## src/hdl/dhle_pkg.sv

```systemverilog
// Shared types, constants and codes of the DNS host name label encoder.
package dhle_pkg;

	// Longest label that DNS allows, and the label index width it implies
	localparam int MAX_LABEL = 63;
	localparam int LEN_W     = $clog2(MAX_LABEL + 1);
	// Label store: two banks, one filling while the other drains
	localparam int BANK_DEPTH = 2 ** LEN_W;
	localparam int RAM_DEPTH  = 2 * BANK_DEPTH;
	localparam int ADDR_W     = LEN_W + 1;
	// Byte and budget widths
	localparam int BYTE_W   = 8;
	localparam int BUDGET_W = 8;
	localparam logic [BUDGET_W-1:0] BUDGET_RESET = 8'd255;
	// Register index of the output budget
	localparam int REG_OUTPUT_BUDGET = 0;
	// Command queue between front and back
	localparam int QDEPTH = 2;
	localparam int QP_W   = $clog2(QDEPTH);
	// The separator character
	localparam logic [BYTE_W-1:0] DOT_CHAR = 8'h2e;

	// Result status codes
	typedef enum logic [1:0] {
		ST_OK       = 2'd0,
		ST_TOO_LONG = 2'd1,
		ST_BUDGET   = 2'd2
	} status_t;

	// Work handed from front to back
	typedef enum logic [1:0] {
		CMD_FLUSH,
		CMD_ERROR,
		CMD_ROOT
	} cmd_kind_t;

	typedef struct packed {
		cmd_kind_t        kind;
		logic [LEN_W-1:0] len;
		logic             final_lbl;
		logic             bank;
		status_t          status;
	} cmd_t;

	// Back tells front that a bank has been drained
	typedef struct packed {
		logic valid;
		logic bank;
	} bank_rel_t;

	// Back sequencer states
	typedef enum logic {
		BK_IDLE,
		BK_DATA
	} back_state_t;

endpackage

```

## src/hdl/dns_hostname_label_encoder_core.sv

```systemverilog
// Top level of the DNS host name label encoder: config port, front, queue, back.
//
//  channel | direction | handshake             | payload
//  --------+-----------+-----------------------+------------------------------------------
//  item    | in        | item_valid/item_stall | ch, end_of_name
//  result  | out       | res_valid/res_stall   | data_byte, append_root, run_last, status
//  config  | in (APB)  | psel/penable/pready   | paddr, pwdata, prdata (output_budget)
//
// A character item is taken when item_stall is low; a label of n characters is
// emitted as n+1 results, one per cycle unless res_stall holds them, read from the
// two-bank label store. One bank fills while the other drains, so with results
// taken the sustained rate is about one item per cycle. The front stalls only when
// the command queue is full or the bank it would fill holds a label not yet emitted.
// Reset is asynchronous and clears all control state; no clearing pass is needed.
module dns_hostname_label_encoder_core
	import dhle_pkg::*;
(
	input  logic              clk,
	input  logic              arst_n,
	// configuration
	input  logic              psel,
	input  logic              penable,
	input  logic              pwrite,
	input  logic [1:0]        paddr,
	input  logic [31:0]       pwdata,
	output logic [31:0]       prdata,
	output logic              pready,
	// items
	input  logic              item_valid,
	output logic              item_stall,
	input  logic [BYTE_W-1:0] ch,
	input  logic              end_of_name,
	// results
	output logic              res_valid,
	input  logic              res_stall,
	output logic [BYTE_W-1:0] data_byte,
	output logic              append_root,
	output logic              run_last,
	output logic [1:0]        status
);

	logic [BUDGET_W-1:0] budget_reg_q;
	logic                push, pop, q_empty, q_full;
	cmd_t                push_cmd, head_cmd;
	bank_rel_t           rel;
	logic                wr_en, rd_en;
	logic [ADDR_W-1:0]   wr_addr, rd_addr;
	logic [BYTE_W-1:0]   wr_data, rd_data;

	// Config register: output budget at offset zero
	assign pready = 1'b1;
	assign prdata = {(32 - BUDGET_W)'(0), budget_reg_q};

	always_ff @(posedge clk or negedge arst_n) begin
		if (!arst_n) begin
			budget_reg_q <= BUDGET_RESET;
		end else if (psel && penable && pwrite && pready
				&& (paddr == 2'(REG_OUTPUT_BUDGET * 4))) begin
			budget_reg_q <= pwdata[BUDGET_W-1:0];
		end
	end

	dhle_front u_front (
		.clk           (clk),
		.arst_n        (arst_n),
		.item_valid    (item_valid),
		.item_stall    (item_stall),
		.ch            (ch),
		.end_of_name   (end_of_name),
		.output_budget (budget_reg_q),
		.q_full        (q_full),
		.rel           (rel),
		.push          (push),
		.push_cmd      (push_cmd),
		.wr_en         (wr_en),
		.wr_addr       (wr_addr),
		.wr_data       (wr_data)
	);

	dhle_fifo u_fifo (
		.clk      (clk),
		.arst_n   (arst_n),
		.push     (push),
		.push_cmd (push_cmd),
		.pop      (pop),
		.head_cmd (head_cmd),
		.empty    (q_empty),
		.full     (q_full)
	);

	dhle_ram #(
		.WIDTH (BYTE_W),
		.DEPTH (RAM_DEPTH)
	) u_store (
		.clk     (clk),
		.wr_en   (wr_en),
		.wr_addr (wr_addr),
		.wr_data (wr_data),
		.rd_en   (rd_en),
		.rd_addr (rd_addr),
		.rd_data (rd_data)
	);

	dhle_back u_back (
		.clk         (clk),
		.arst_n      (arst_n),
		.q_empty     (q_empty),
		.head_cmd    (head_cmd),
		.pop         (pop),
		.rd_en       (rd_en),
		.rd_addr     (rd_addr),
		.rd_data     (rd_data),
		.rel         (rel),
		.res_valid   (res_valid),
		.res_stall   (res_stall),
		.data_byte   (data_byte),
		.append_root (append_root),
		.run_last    (run_last),
		.status      (status)
	);

	// Queue is never written while full
	a_no_overflow: assert property (@(posedge clk) disable iff (!arst_n)
		push |-> !q_full) else $error("command queue overflow");

	// A queued flush always carries a nonempty label
	a_flush_len: assert property (@(posedge clk) disable iff (!arst_n)
		(pop && head_cmd.kind == CMD_FLUSH) |-> (head_cmd.len != '0))
		else $error("empty label flushed");

	// Root flag only on the last result of an item
	a_root_last: assert property (@(posedge clk) disable iff (!arst_n)
		(res_valid && append_root) |-> run_last)
		else $error("root flag on non-final result");

	// Error results are single zero bytes without root
	a_err_shape: assert property (@(posedge clk) disable iff (!arst_n)
		(res_valid && status != ST_OK) |-> (run_last && !append_root && data_byte == '0))
		else $error("malformed error result");

endmodule

```

## src/hdl/dhle_ram.sv

```systemverilog
// Generic single-write, single-read RAM with registered read data.
module dhle_ram #(
	parameter int WIDTH = 8,
	parameter int DEPTH = 128
) (
	input  logic                     clk,
	input  logic                     wr_en,
	input  logic [$clog2(DEPTH)-1:0] wr_addr,
	input  logic [WIDTH-1:0]         wr_data,
	input  logic                     rd_en,
	input  logic [$clog2(DEPTH)-1:0] rd_addr,
	output logic [WIDTH-1:0]         rd_data
);

	logic [WIDTH-1:0] mem_q [DEPTH];

	// Write port
	always_ff @(posedge clk) begin
		if (wr_en) begin
			mem_q[wr_addr] <= wr_data;
		end
	end

	// Registered read, holds when not enabled
	always_ff @(posedge clk) begin
		if (rd_en) begin
			rd_data <= mem_q[rd_addr];
		end
	end

endmodule

```

## src/hdl/dhle_fifo.sv

```systemverilog
// Short command queue between the classifying front and the emitting back.
module dhle_fifo
	import dhle_pkg::*;
(
	input  logic clk,
	input  logic arst_n,
	input  logic push,
	input  cmd_t push_cmd,
	input  logic pop,
	output cmd_t head_cmd,
	output logic empty,
	output logic full
);

	cmd_t            entry_q [QDEPTH];
	logic [QP_W-1:0] wptr_q;
	logic [QP_W-1:0] rptr_q;
	logic [QP_W:0]   count_q;

	assign empty    = (count_q == '0);
	assign full     = (count_q == (QP_W+1)'(QDEPTH));
	assign head_cmd = entry_q[rptr_q];

	// Entry storage
	always_ff @(posedge clk) begin
		if (push) begin
			entry_q[wptr_q] <= push_cmd;
		end
	end

	// Pointers and fill count
	always_ff @(posedge clk or negedge arst_n) begin
		if (!arst_n) begin
			wptr_q  <= '0;
			rptr_q  <= '0;
			count_q <= '0;
		end else begin
			if (push) begin
				wptr_q <= wptr_q + 1'b1;
			end
			if (pop) begin
				rptr_q <= rptr_q + 1'b1;
			end
			case ({push, pop})
				2'b10:   count_q <= count_q + 1'b1;
				2'b01:   count_q <= count_q - 1'b1;
				default: count_q <= count_q;
			endcase
		end
	end

endmodule

```

## src/hdl/dhle_front.sv

```systemverilog
// Front: accepts characters, tracks label and budget, stores bytes, queues work.
module dhle_front
	import dhle_pkg::*;
(
	input  logic                clk,
	input  logic                arst_n,
	input  logic                item_valid,
	output logic                item_stall,
	input  logic [BYTE_W-1:0]   ch,
	input  logic                end_of_name,
	input  logic [BUDGET_W-1:0] output_budget,
	input  logic                q_full,
	input  bank_rel_t           rel,
	output logic                push,
	output cmd_t                push_cmd,
	output logic                wr_en,
	output logic [ADDR_W-1:0]   wr_addr,
	output logic [BYTE_W-1:0]   wr_data
);

	logic [LEN_W-1:0]    len_q, len_d, len_e;
	logic [BUDGET_W-1:0] budget_q, budget_d, budget_e;
	logic                failed_q, failed_d, failed_e;
	logic                in_name_q, in_name_d;
	logic                wbank_q, wbank_d;
	logic [1:0]          busy_q, busy_d;
	logic                accept;
	logic [BUDGET_W:0]   cost;
	logic [BUDGET_W:0]   diff;

	// Hold off while the queue is full or the fill bank is still draining
	assign item_stall = q_full || busy_q[wbank_q];
	assign accept     = item_valid && !item_stall;

	// Label cost and saturating budget after a flush
	assign cost = (BUDGET_W+1)'(len_e) + (BUDGET_W+1)'(1);
	assign diff = {1'b0, budget_e} - cost;

	assign wr_addr = {wbank_q, len_e};
	assign wr_data = ch;

	// Classification of the accepted item
	always_comb begin
		// Name start view of the state
		len_e    = in_name_q ? len_q : '0;
		budget_e = in_name_q ? budget_q : output_budget;
		failed_e = in_name_q ? failed_q : 1'b0;

		len_d     = len_q;
		budget_d  = budget_q;
		failed_d  = failed_q;
		in_name_d = in_name_q;
		wbank_d   = wbank_q;
		push      = 1'b0;
		wr_en     = 1'b0;

		push_cmd.kind      = CMD_FLUSH;
		push_cmd.len       = len_e;
		push_cmd.final_lbl = end_of_name;
		push_cmd.bank      = wbank_q;
		push_cmd.status    = ST_OK;

		if (accept) begin
			len_d     = len_e;
			budget_d  = budget_e;
			failed_d  = failed_e;
			in_name_d = 1'b1;
			if (end_of_name) begin
				if (!failed_e) begin
					push = 1'b1;
					if (len_e != '0) begin
						wbank_d = ~wbank_q;
					end else begin
						push_cmd.kind = CMD_ROOT;
					end
				end
				len_d     = '0;
				failed_d  = 1'b0;
				in_name_d = 1'b0;
			end else if (failed_e) begin
				// dropped until end of name
			end else if (ch == DOT_CHAR) begin
				if (len_e != '0) begin
					push     = 1'b1;
					wbank_d  = ~wbank_q;
					len_d    = '0;
					budget_d = diff[BUDGET_W] ? '0 : diff[BUDGET_W-1:0];
				end
			end else if (len_e >= LEN_W'(MAX_LABEL)) begin
				push            = 1'b1;
				push_cmd.kind   = CMD_ERROR;
				push_cmd.status = ST_TOO_LONG;
				failed_d        = 1'b1;
			end else if (BUDGET_W'(len_e) >= budget_e) begin
				push            = 1'b1;
				push_cmd.kind   = CMD_ERROR;
				push_cmd.status = ST_BUDGET;
				failed_d        = 1'b1;
			end else begin
				wr_en = 1'b1;
				len_d = len_e + 1'b1;
			end
		end

		// Bank ownership: set on flush, released by back
		busy_d = busy_q;
		if (rel.valid) begin
			busy_d[rel.bank] = 1'b0;
		end
		if (push && push_cmd.kind == CMD_FLUSH) begin
			busy_d[wbank_q] = 1'b1;
		end
	end

	always_ff @(posedge clk or negedge arst_n) begin
		if (!arst_n) begin
			len_q     <= '0;
			budget_q  <= BUDGET_RESET;
			failed_q  <= 1'b0;
			in_name_q <= 1'b0;
			wbank_q   <= 1'b0;
			busy_q    <= '0;
		end else begin
			len_q     <= len_d;
			budget_q  <= budget_d;
			failed_q  <= failed_d;
			in_name_q <= in_name_d;
			wbank_q   <= wbank_d;
			busy_q    <= busy_d;
		end
	end

endmodule

```

## src/hdl/dhle_back.sv

```systemverilog
// Back: takes queued work and emits length, label bytes, errors and roots.
module dhle_back
	import dhle_pkg::*;
(
	input  logic              clk,
	input  logic              arst_n,
	input  logic              q_empty,
	input  cmd_t              head_cmd,
	output logic              pop,
	output logic              rd_en,
	output logic [ADDR_W-1:0] rd_addr,
	input  logic [BYTE_W-1:0] rd_data,
	output bank_rel_t         rel,
	output logic              res_valid,
	input  logic              res_stall,
	output logic [BYTE_W-1:0] data_byte,
	output logic              append_root,
	output logic              run_last,
	output logic [1:0]        status
);

	back_state_t       state_q, state_d;
	cmd_t              cur_q;
	logic [LEN_W-1:0]  idx_q, idx_d;
	logic              adv;
	logic              load;
	logic              at_end;
	logic              valid_q;
	logic [BYTE_W-1:0] data_d;
	logic              root_d, last_d;
	status_t           stat_d;

	// Output register advances when empty or taken
	assign adv       = !valid_q || !res_stall;
	assign at_end    = (idx_q == (cur_q.len - LEN_W'(1)));
	assign res_valid = valid_q;

	// Sequencer: next state and outputs
	always_comb begin
		state_d   = state_q;
		idx_d     = idx_q;
		pop       = 1'b0;
		load      = 1'b0;
		rd_en     = 1'b0;
		rd_addr   = {cur_q.bank, idx_q};
		rel.valid = 1'b0;
		rel.bank  = cur_q.bank;
		data_d    = '0;
		root_d    = 1'b0;
		last_d    = 1'b1;
		stat_d    = ST_OK;
		unique case (state_q)
			BK_IDLE: begin
				if (!q_empty && adv) begin
					pop  = 1'b1;
					load = 1'b1;
					unique case (head_cmd.kind)
						CMD_FLUSH: begin
							data_d  = BYTE_W'(head_cmd.len);
							last_d  = 1'b0;
							rd_en   = 1'b1;
							rd_addr = {head_cmd.bank, LEN_W'(0)};
							idx_d   = '0;
							state_d = BK_DATA;
						end
						CMD_ERROR: begin
							stat_d = head_cmd.status;
						end
						default: begin
							// root alone: data zero, ok
						end
					endcase
				end
			end
			BK_DATA: begin
				if (adv) begin
					load   = 1'b1;
					data_d = rd_data;
					last_d = at_end;
					root_d = at_end && cur_q.final_lbl;
					if (at_end) begin
						rel.valid = 1'b1;
						state_d   = BK_IDLE;
					end else begin
						rd_en   = 1'b1;
						rd_addr = {cur_q.bank, idx_q + 1'b1};
						idx_d   = idx_q + 1'b1;
					end
				end
			end
			default: state_d = BK_IDLE;
		endcase
	end

	// Control state
	always_ff @(posedge clk or negedge arst_n) begin
		if (!arst_n) begin
			state_q <= BK_IDLE;
			idx_q   <= '0;
			valid_q <= 1'b0;
		end else begin
			state_q <= state_d;
			idx_q   <= idx_d;
			if (load) begin
				valid_q <= 1'b1;
			end else if (!res_stall) begin
				valid_q <= 1'b0;
			end
		end
	end

	// Current command and output payload
	always_ff @(posedge clk) begin
		if (pop) begin
			cur_q <= head_cmd;
		end
		if (load) begin
			data_byte   <= data_d;
			append_root <= root_d;
			run_last    <= last_d;
			status      <= stat_d;
		end
	end

endmodule

```

## config.mk

```make
export PLATFORM = sky130hd
export DESIGN_NAME = dns_hostname_label_encoder_core
export DESIGN_NICKNAME = d
export VERILOG_FILES = /design/src/hdl/dhle_pkg.sv /design/src/hdl/dns_hostname_label_encoder_core.sv /design/src/hdl/dhle_ram.sv /design/src/hdl/dhle_fifo.sv /design/src/hdl/dhle_front.sv /design/src/hdl/dhle_back.sv
export SDC_FILE = /design/constraint.sdc
export NUM_CORES = 2
export LEC_CHECK = 0
export BUFFER_PORTS_ARGS = -buffer_cell sky130_fd_sc_hd__buf_2
export CAP_MARGIN = 20
export CORE_MARGIN = 2
export CORE_UTILIZATION = 35
export CTS_CLUSTER_DIAMETER = 50
export CTS_CLUSTER_SIZE = 20
export DETAILED_ROUTE_END_ITERATION = 10
export GPL_TIMING_DRIVEN = 0
export PLACE_DENSITY_LB_ADDON = 0.12
export SLEW_MARGIN = 20
export SYNTH_ARGS = -nofsm -noshare
export SYNTH_HDL_FRONTEND = slang
export SYNTH_SLANG_ARGS = --single-unit
```

## constraint.sdc

```tcl
create_clock -name clk -period 7.3 [get_ports clk]
set_input_delay 0.365 -clock clk [delete_from_list [all_inputs] [get_ports clk]]
set_output_delay 0.365 -clock clk [all_outputs]
set_load 0.02 [all_outputs]
```

* After elaboration in Yosys (flattened, before gate mapping)
Memories as Yosys holds them, arrays and structs flattened. A register that Yosys moved wholly into a read port is not among the register bits.
Cells that the tools add are included.
** Storage, ports and cells
- Output and inout port bits :: 47
- Memories kept :: 2
- Bits in registers :: 59
- Input port bits :: 50
- Bits in writable memories :: 1048
** Operators by class
- Bitwise operators :: 8
- $add $sub $neg :: 9
- Equal/unequal tests :: 11
- Reduce and logical (&&, ||, !) cells :: 26
- Multiplexer cells :: 98
- Order comparisons :: 6
** Memory list
- u_store.mem_q :: words 128, bits a word 8, read ports 1, clocked after Yosys merged registers in 1, wr ports 1, RTL line dhle_ram.sv:15 : logic [WIDTH-1:0] mem_q [DEPTH];
- u_fifo.entry_q :: words 2, bits a word 12, read ports 1, clocked after Yosys merged registers in 0, wr ports 1, RTL line dhle_fifo.sv:15 : cmd_t entry_q [QDEPTH];
** Operators by type and width (count)
- $mux W6 :: 14
- $mux W8 :: 8
- $mux W1 :: 49
- $mux W2 :: 15
- $pmux W8 S2 :: 1
- $mux W7 :: 2
- $pmux W7 S2 :: 1
- $add A6 B1 Y6 const B :: 2
- $pmux W6 S2 :: 1
- $logic_and A1 B1 Y1 :: 9
- $sub A8 B9 Y9 :: 1
- $eq A8 B6 Y1 const B :: 1
- $ge A6 B8 Y1 :: 1
- $logic_not A2 Y1 :: 4
- $pmux W1 S2 :: 4
- $add A6 B1 Y7 const B :: 1
- $eq A6 B6 Y1 :: 1
- $ge A6 B6 Y1 const B :: 1
- $ne A2 B2 Y1 const B :: 3
- $reduce_bool A6 Y1 :: 1
- $sub A6 B1 Y6 const B :: 1
- $not A1 Y1 :: 5
- $eq A2 B1 Y1 const B :: 2
- $eq A2 B2 Y1 const B :: 2
- other kinds (18) :: 28

* Longest topological paths before layout
- Depth after elaboration :: 11
- Depth in mapped cells :: 19
- Gate-level depth less buffers :: 16

* By module
Synthesis repeated with hierarchy kept, for this count alone.
** Second synthesis, totals
- Cells, all modules :: 2084
- Area total of the unflattened synthesis :: 44732.9 sq um
** Modules (own cells, without submodules)
- dhle_ram :: area each 39745.6 sq um, cells an instance 1635, instances 1
- dhle_front :: area each 2013.2 sq um, cells an instance 237, instances 1
- dhle_back :: area each 1397.6 sq um, cells an instance 114, instances 1
- dhle_fifo :: area each 1053.5 sq um, cells an instance 53, instances 1
- dns_hostname_label_encoder_core :: area each 523.0 sq um, cells an instance 45, instances 1

* Worst setup path after synthesis
OpenSTA, ideal clock, no wires.
- Kind :: register -> register
- From :: register u_front.in_name_q
- To :: memory u_store.mem_q[78][0], enable pin
- Slack :: 2.630 ns
- Cell stages (with the launch flop) :: 20
- Clock period less this slack :: 4.670 ns
- Data arrival time :: 4.299 ns
- Path buffers :: 6
- Path through :: dfrtp_1 clkbuf_1 buf_2 buf_1 mux2i_1 ha_1 a21boi_0 o21a_1 o21a_1 o21a_1 o21a_1 o211ai_2 and2_0 buf_2 and3_1 clkbuf_1 and2b_1 nand3_1 buf_2 nor2_1
** On the way
- Word-level cells in the longest chain between the ends :: 10
** RTL lines
- from (decl) :: RTL line dhle_front.sv:24 : logic in_name_q, in_name_d;
- from (signal assigned) :: RTL line dhle_front.sv:127 : in_name_q <= in_name_d;
- $mux W6 or $mux W8 (tied branches) :: RTL line dhle_front.sv:45, dhle_front.sv:46
- $ge A6 B8 Y1 :: RTL line dhle_front.sv:94 : end else if (BUDGET_W'(len_e) >= budget_e) begin
- $mux W1 :: RTL line dhle_front.sv:94
- $mux W1 :: RTL line dhle_front.sv:89 : end else if (len_e >= LEN_W'(MAX_LABEL)) begin
- $mux W1 :: RTL line dhle_front.sv:82 : end else if (ch == DOT_CHAR) begin
- $mux W1 :: RTL line dhle_front.sv:80 : end else if (failed_e) begin
- $mux W1 :: RTL line dhle_front.sv:68 : if (end_of_name) begin
- $mux W1 :: RTL line dhle_front.sv:63 : if (accept) begin
- $mux W1 :: RTL line dhle_ram.sv:19 : if (wr_en) begin
- $mux W1 (not written as such) :: RTL line dhle_ram.sv:20 : mem_q[wr_addr] <= wr_data;
- to (decl) :: RTL line dhle_ram.sv:15
Parallel ways exist; a longest one is shown, timed or not.

* Final worst setup path
- From :: register u_front.in_name_q
- To :: memory u_store.mem_q[67][5], enable pin
Same word-level chain as after synthesis.

==> summary.md <==
| Metric | Value |
|---|---|
| Post-synthesis mux area share | 3.33% |
| Total die area | around 130000 sq um |
| FP Rows | roughly 130 |
| # fillers | roughly 12000 |
| R2R cell count | 18 |
| Placeable Area | approximately 130000 sq um |
| Worst Skew | ~48 ps |
| Count leader, synth | edfxtp_1 |
| Hold path cells | 1 |
| CP Launch Type | register |
| Fmax achieved | about 0.14 GHz |
| Final TNS setup | 0 ps |
| Lkg Pwr | approximately 19 nW |
| Main combinational cell family by area after synthesis | simple AND/OR/NAND/NOR gates |
| Fin. max-slew vios | 0 |
| FFs w/ async S/R, synth | about 3.5% |
| Number of flops mapped to enable cells by yosys | 1076 |
| Initial core utilization | a little over a third |
| DP Area | between 40000 and 50000 sq um |
| Post-layout min period | 7000 ps |
| Vias in the first global route | 29002 |
| Clock transition at the registers of the reported paths | 70 ps |
| Post-synthesis compound-gate area fraction | under 10% |
| Buffers on Ports | 47 |
| GPL Wtd Cong | 0.956 |
| Synth top area share | 70.2% |
| First-pass GRT wire length | about 220 mm |
| Yosys warns | 0 |
| Via count | ~30000 |
| Post-layout nets | between 3000 and 4000 |
| GRT Util Overall | approximately 23% |
| Period utilization | between 90% and 100% |
| Synthesized area per cell | 12.8 sq um |
| Slew at the pin with the worst max-slew slack | 1240 ps |
| Antenna-violating nets left | 0 |
| Grt total ovfl | 0 |
| Peak VDD IR | approximately 0.00027 V |
| Setup CP Type | reg2reg |
| Post-Place Setup Slack | between 200 and 300 ps |
| Final Hold Fails | 0 |
| RSZ-0062 raised after global routing | false |
| H-tree depth | 4 |
| I/O Pins | 97 |
| First-pass detailed-route iteration total | 6 |
| Worst skew pair latency | 780 ps |
| CP startpoint | u_front.in_name_q |
| Final core utilization | roughly two fifths |
| Initial antenna violation count | 4 |
| Total power | about 23 mW |
| Dpl cells | about 5400 |
| Crit-path max FO | 10 |
| Most area-hungry cell type in the Yosys netlist | edfxtp_1 |
| Post-synthesis adder-cell area fraction | less than 1% |
| Final setup fails | 0 |
| Worst hold start | ch[3] |
| Setup ws final | ~300 ps |
| R2R Setup Slk | around 300 ps |
| Hold WS | 88.7 ps |
| Post-CTS Setup Bufs | 0 |
| Via/cell ratio | 5.29 |
| Area Overhead vs Synth | 16.3% |
| Largest net degree at the start of global routing | between 80 and 90 |
| CTS Buffer Depth | 3 |
| Synth top area cells | edfxtp_1, nand2_1, nand3_1 |
| CP Data Arrival Time | 7400 ps |
| Hpwl dp | 104 mm |
| Die X | around 370 um |
| End of the worst hold path | u_store.mem_q[119][3] |
| CTS tree | done |
| Post-synth top flop | edfxtp_1 |
| CTS Sinks | approximately 1100 |
| Final Instance Area | 53500 sq um |
| Distinct cells, synth | a little under 70 |
| First DRT Iteration DRCs | about 3200 |
| Syn Inst Count | between 3000 and 4000 |
| Post-synthesis sequential area ratio | 72.4% |
| Non-Filler Instances | approximately 5700 |
| Clock root cell | clkbuf_16 |
| FF-to-FF End | u_store.mem_q[67][5] |
| R2R Path Start | u_front.in_name_q |
| Post-synth top cells | edfxtp_1, nand2_1, nand3_1, a21oi_1, nor2_1 |
| HP Class | in2reg |
| Syn Std Cell Area | between 40000 and 50000 sq um |
| P per Cell Area | roughly 430 nW/um^2 |
| Total CTS buffers | between 100 and 150 |
| Layout cells sized above 1 | between 10% and 20% |
| CP required | 7700 ps |
| Simple-gate portion of the synthesized area | between 10% and 20% |
| Status | finished, final reports clean |
| WL/cell | between 20 and 30 um |
| Drt total wl | roughly 150 mm |
| Die Y | roughly 370 um |
| Xor and xnor area share after synthesis | less than 1% |
| Worst slew margin | between 10% and 20% |
| Yosys reg bits | around 1100 |
| Crit. End Element | register |
| DRC viols | 0 |
| Max-capacitance violation count | 0 |
-- metal layers --
layer	vias to the layer above	track usage (%)	share of wire, %
met5	-	0	0.0085
met4	2	9.01	3.9
met3	237	4.80	7.6
met2	1136	34.8	45
met1	15193	31.1	43
li1	13588	-	-
-- how the worst max path moves through the flow --
stage / end / slack, ps
2_1_floorplan: u_store.mem_q[78][0] / 2630
3_3_place_gp: u_store.mem_q[77][1] / -280
3_5_place_dp: u_store.mem_q[46][2] / 280
6_report: u_store.mem_q[67][5] / 300
5_1_grt: u_store.mem_q[77][1] / 40
4_1_cts: u_store.mem_q[78][1] / 260
-- state kept, by name (all words and copies together), names as in the netlist, 2 cells and up --
register,count
u_back.cur_q,7
u_front.len_q,6
u_front.budget_q,8
u_store.rd_data,8
u_fifo.entry_q,24
u_fifo.count_q,2
u_back.data_byte,8
u_store.mem_q,1024
u_back.idx_q,6
u_back.status,2
budget_reg_q,8
u_front.busy_q,2
-- cells by family after synthesis --
| family | count (synthesis) |
|---|---|
| flip-flops | 1115 |
| buffers and inverters | 273 |
| AO/OA/AOI/OAI | 349 |
| XOR/XNOR | 23 |
| AND/OR/NAND/NOR | 1675 |
| adder cells (fa/ha/maj) | 19 |
| other | 2 |
| multiplexers | 150 |
-- where the power goes --
| group | internal, mW | leakage [nW] | switching, mW |
|---|---|---|---|
| Combinational | 2.40 | 6.48 | 6.46 |
| Sequential | 7.23 | 10.1 | 0.101 |
| Clock | 3.86 | 2.15 | 2.84 |
-- layout by cell type (no fill, tap or decap), types with 25 or more instances in the layout --
master	instances
nand4_1	25
o22ai_1	29
and3_1	37
buf_2	144
clkbuf_16	136
conb_1	25
a21oi_1	156
o21ai_0	62
nor2_1	153
nand3_1	466
nor3_1	28
nand2_1	906
inv_1	31
clkbuf_1	75
edfxtp_1	1076
buf_4	39
mux2i_1	128
-- final cells by class --
| class | count | area (sq um) | share of cell area (%) |
|---|---|---|---|
| multi-input cells | 2241 | 11400 | 21.4 |
| clock buffers | 148 | 3470 | 6.48 |
| plain buffers | 240 | 1260 | 2.36 |
| clock inverters | 92 | 972 | 1.82 |
| repair buffers | 77 | 756 | 1.41 |
| well taps | 1755 | 2200 | 4.10 |
| inverters | 33 | 124 | 0.231 |
| diodes | 2 | 5.00 | 0.00935 |
| flip-flops and latches | 1115 | 33300 | 62.2 |
-- what timing repair did --
action / 4_1_cts / 5_1_grt
endpoints found under the setup margin: 0 / 12
resized for setup: 0 / 2
hold buffers: 19 / 0
hold endpoints to repair: 156 / 0
-- worst max-delay path, cell delays in order, from the launching register on --
cell and delay [ps]:
dfrtp_1 320, clkbuf_1 270, buf_2 300, buf_1 500
mux2i_1 460, ha_1 300, a21boi_0 120, o21a_1 170
o21a_1 160, o21a_1 160, o21a_1 170, o211ai_2 420
and2_0 180, buf_2 190, and3_1 170, clkbuf_1 220
nand3_1 900, clkbuf_2 710, nor2_1 860
(Power assumes the default switching activity.)
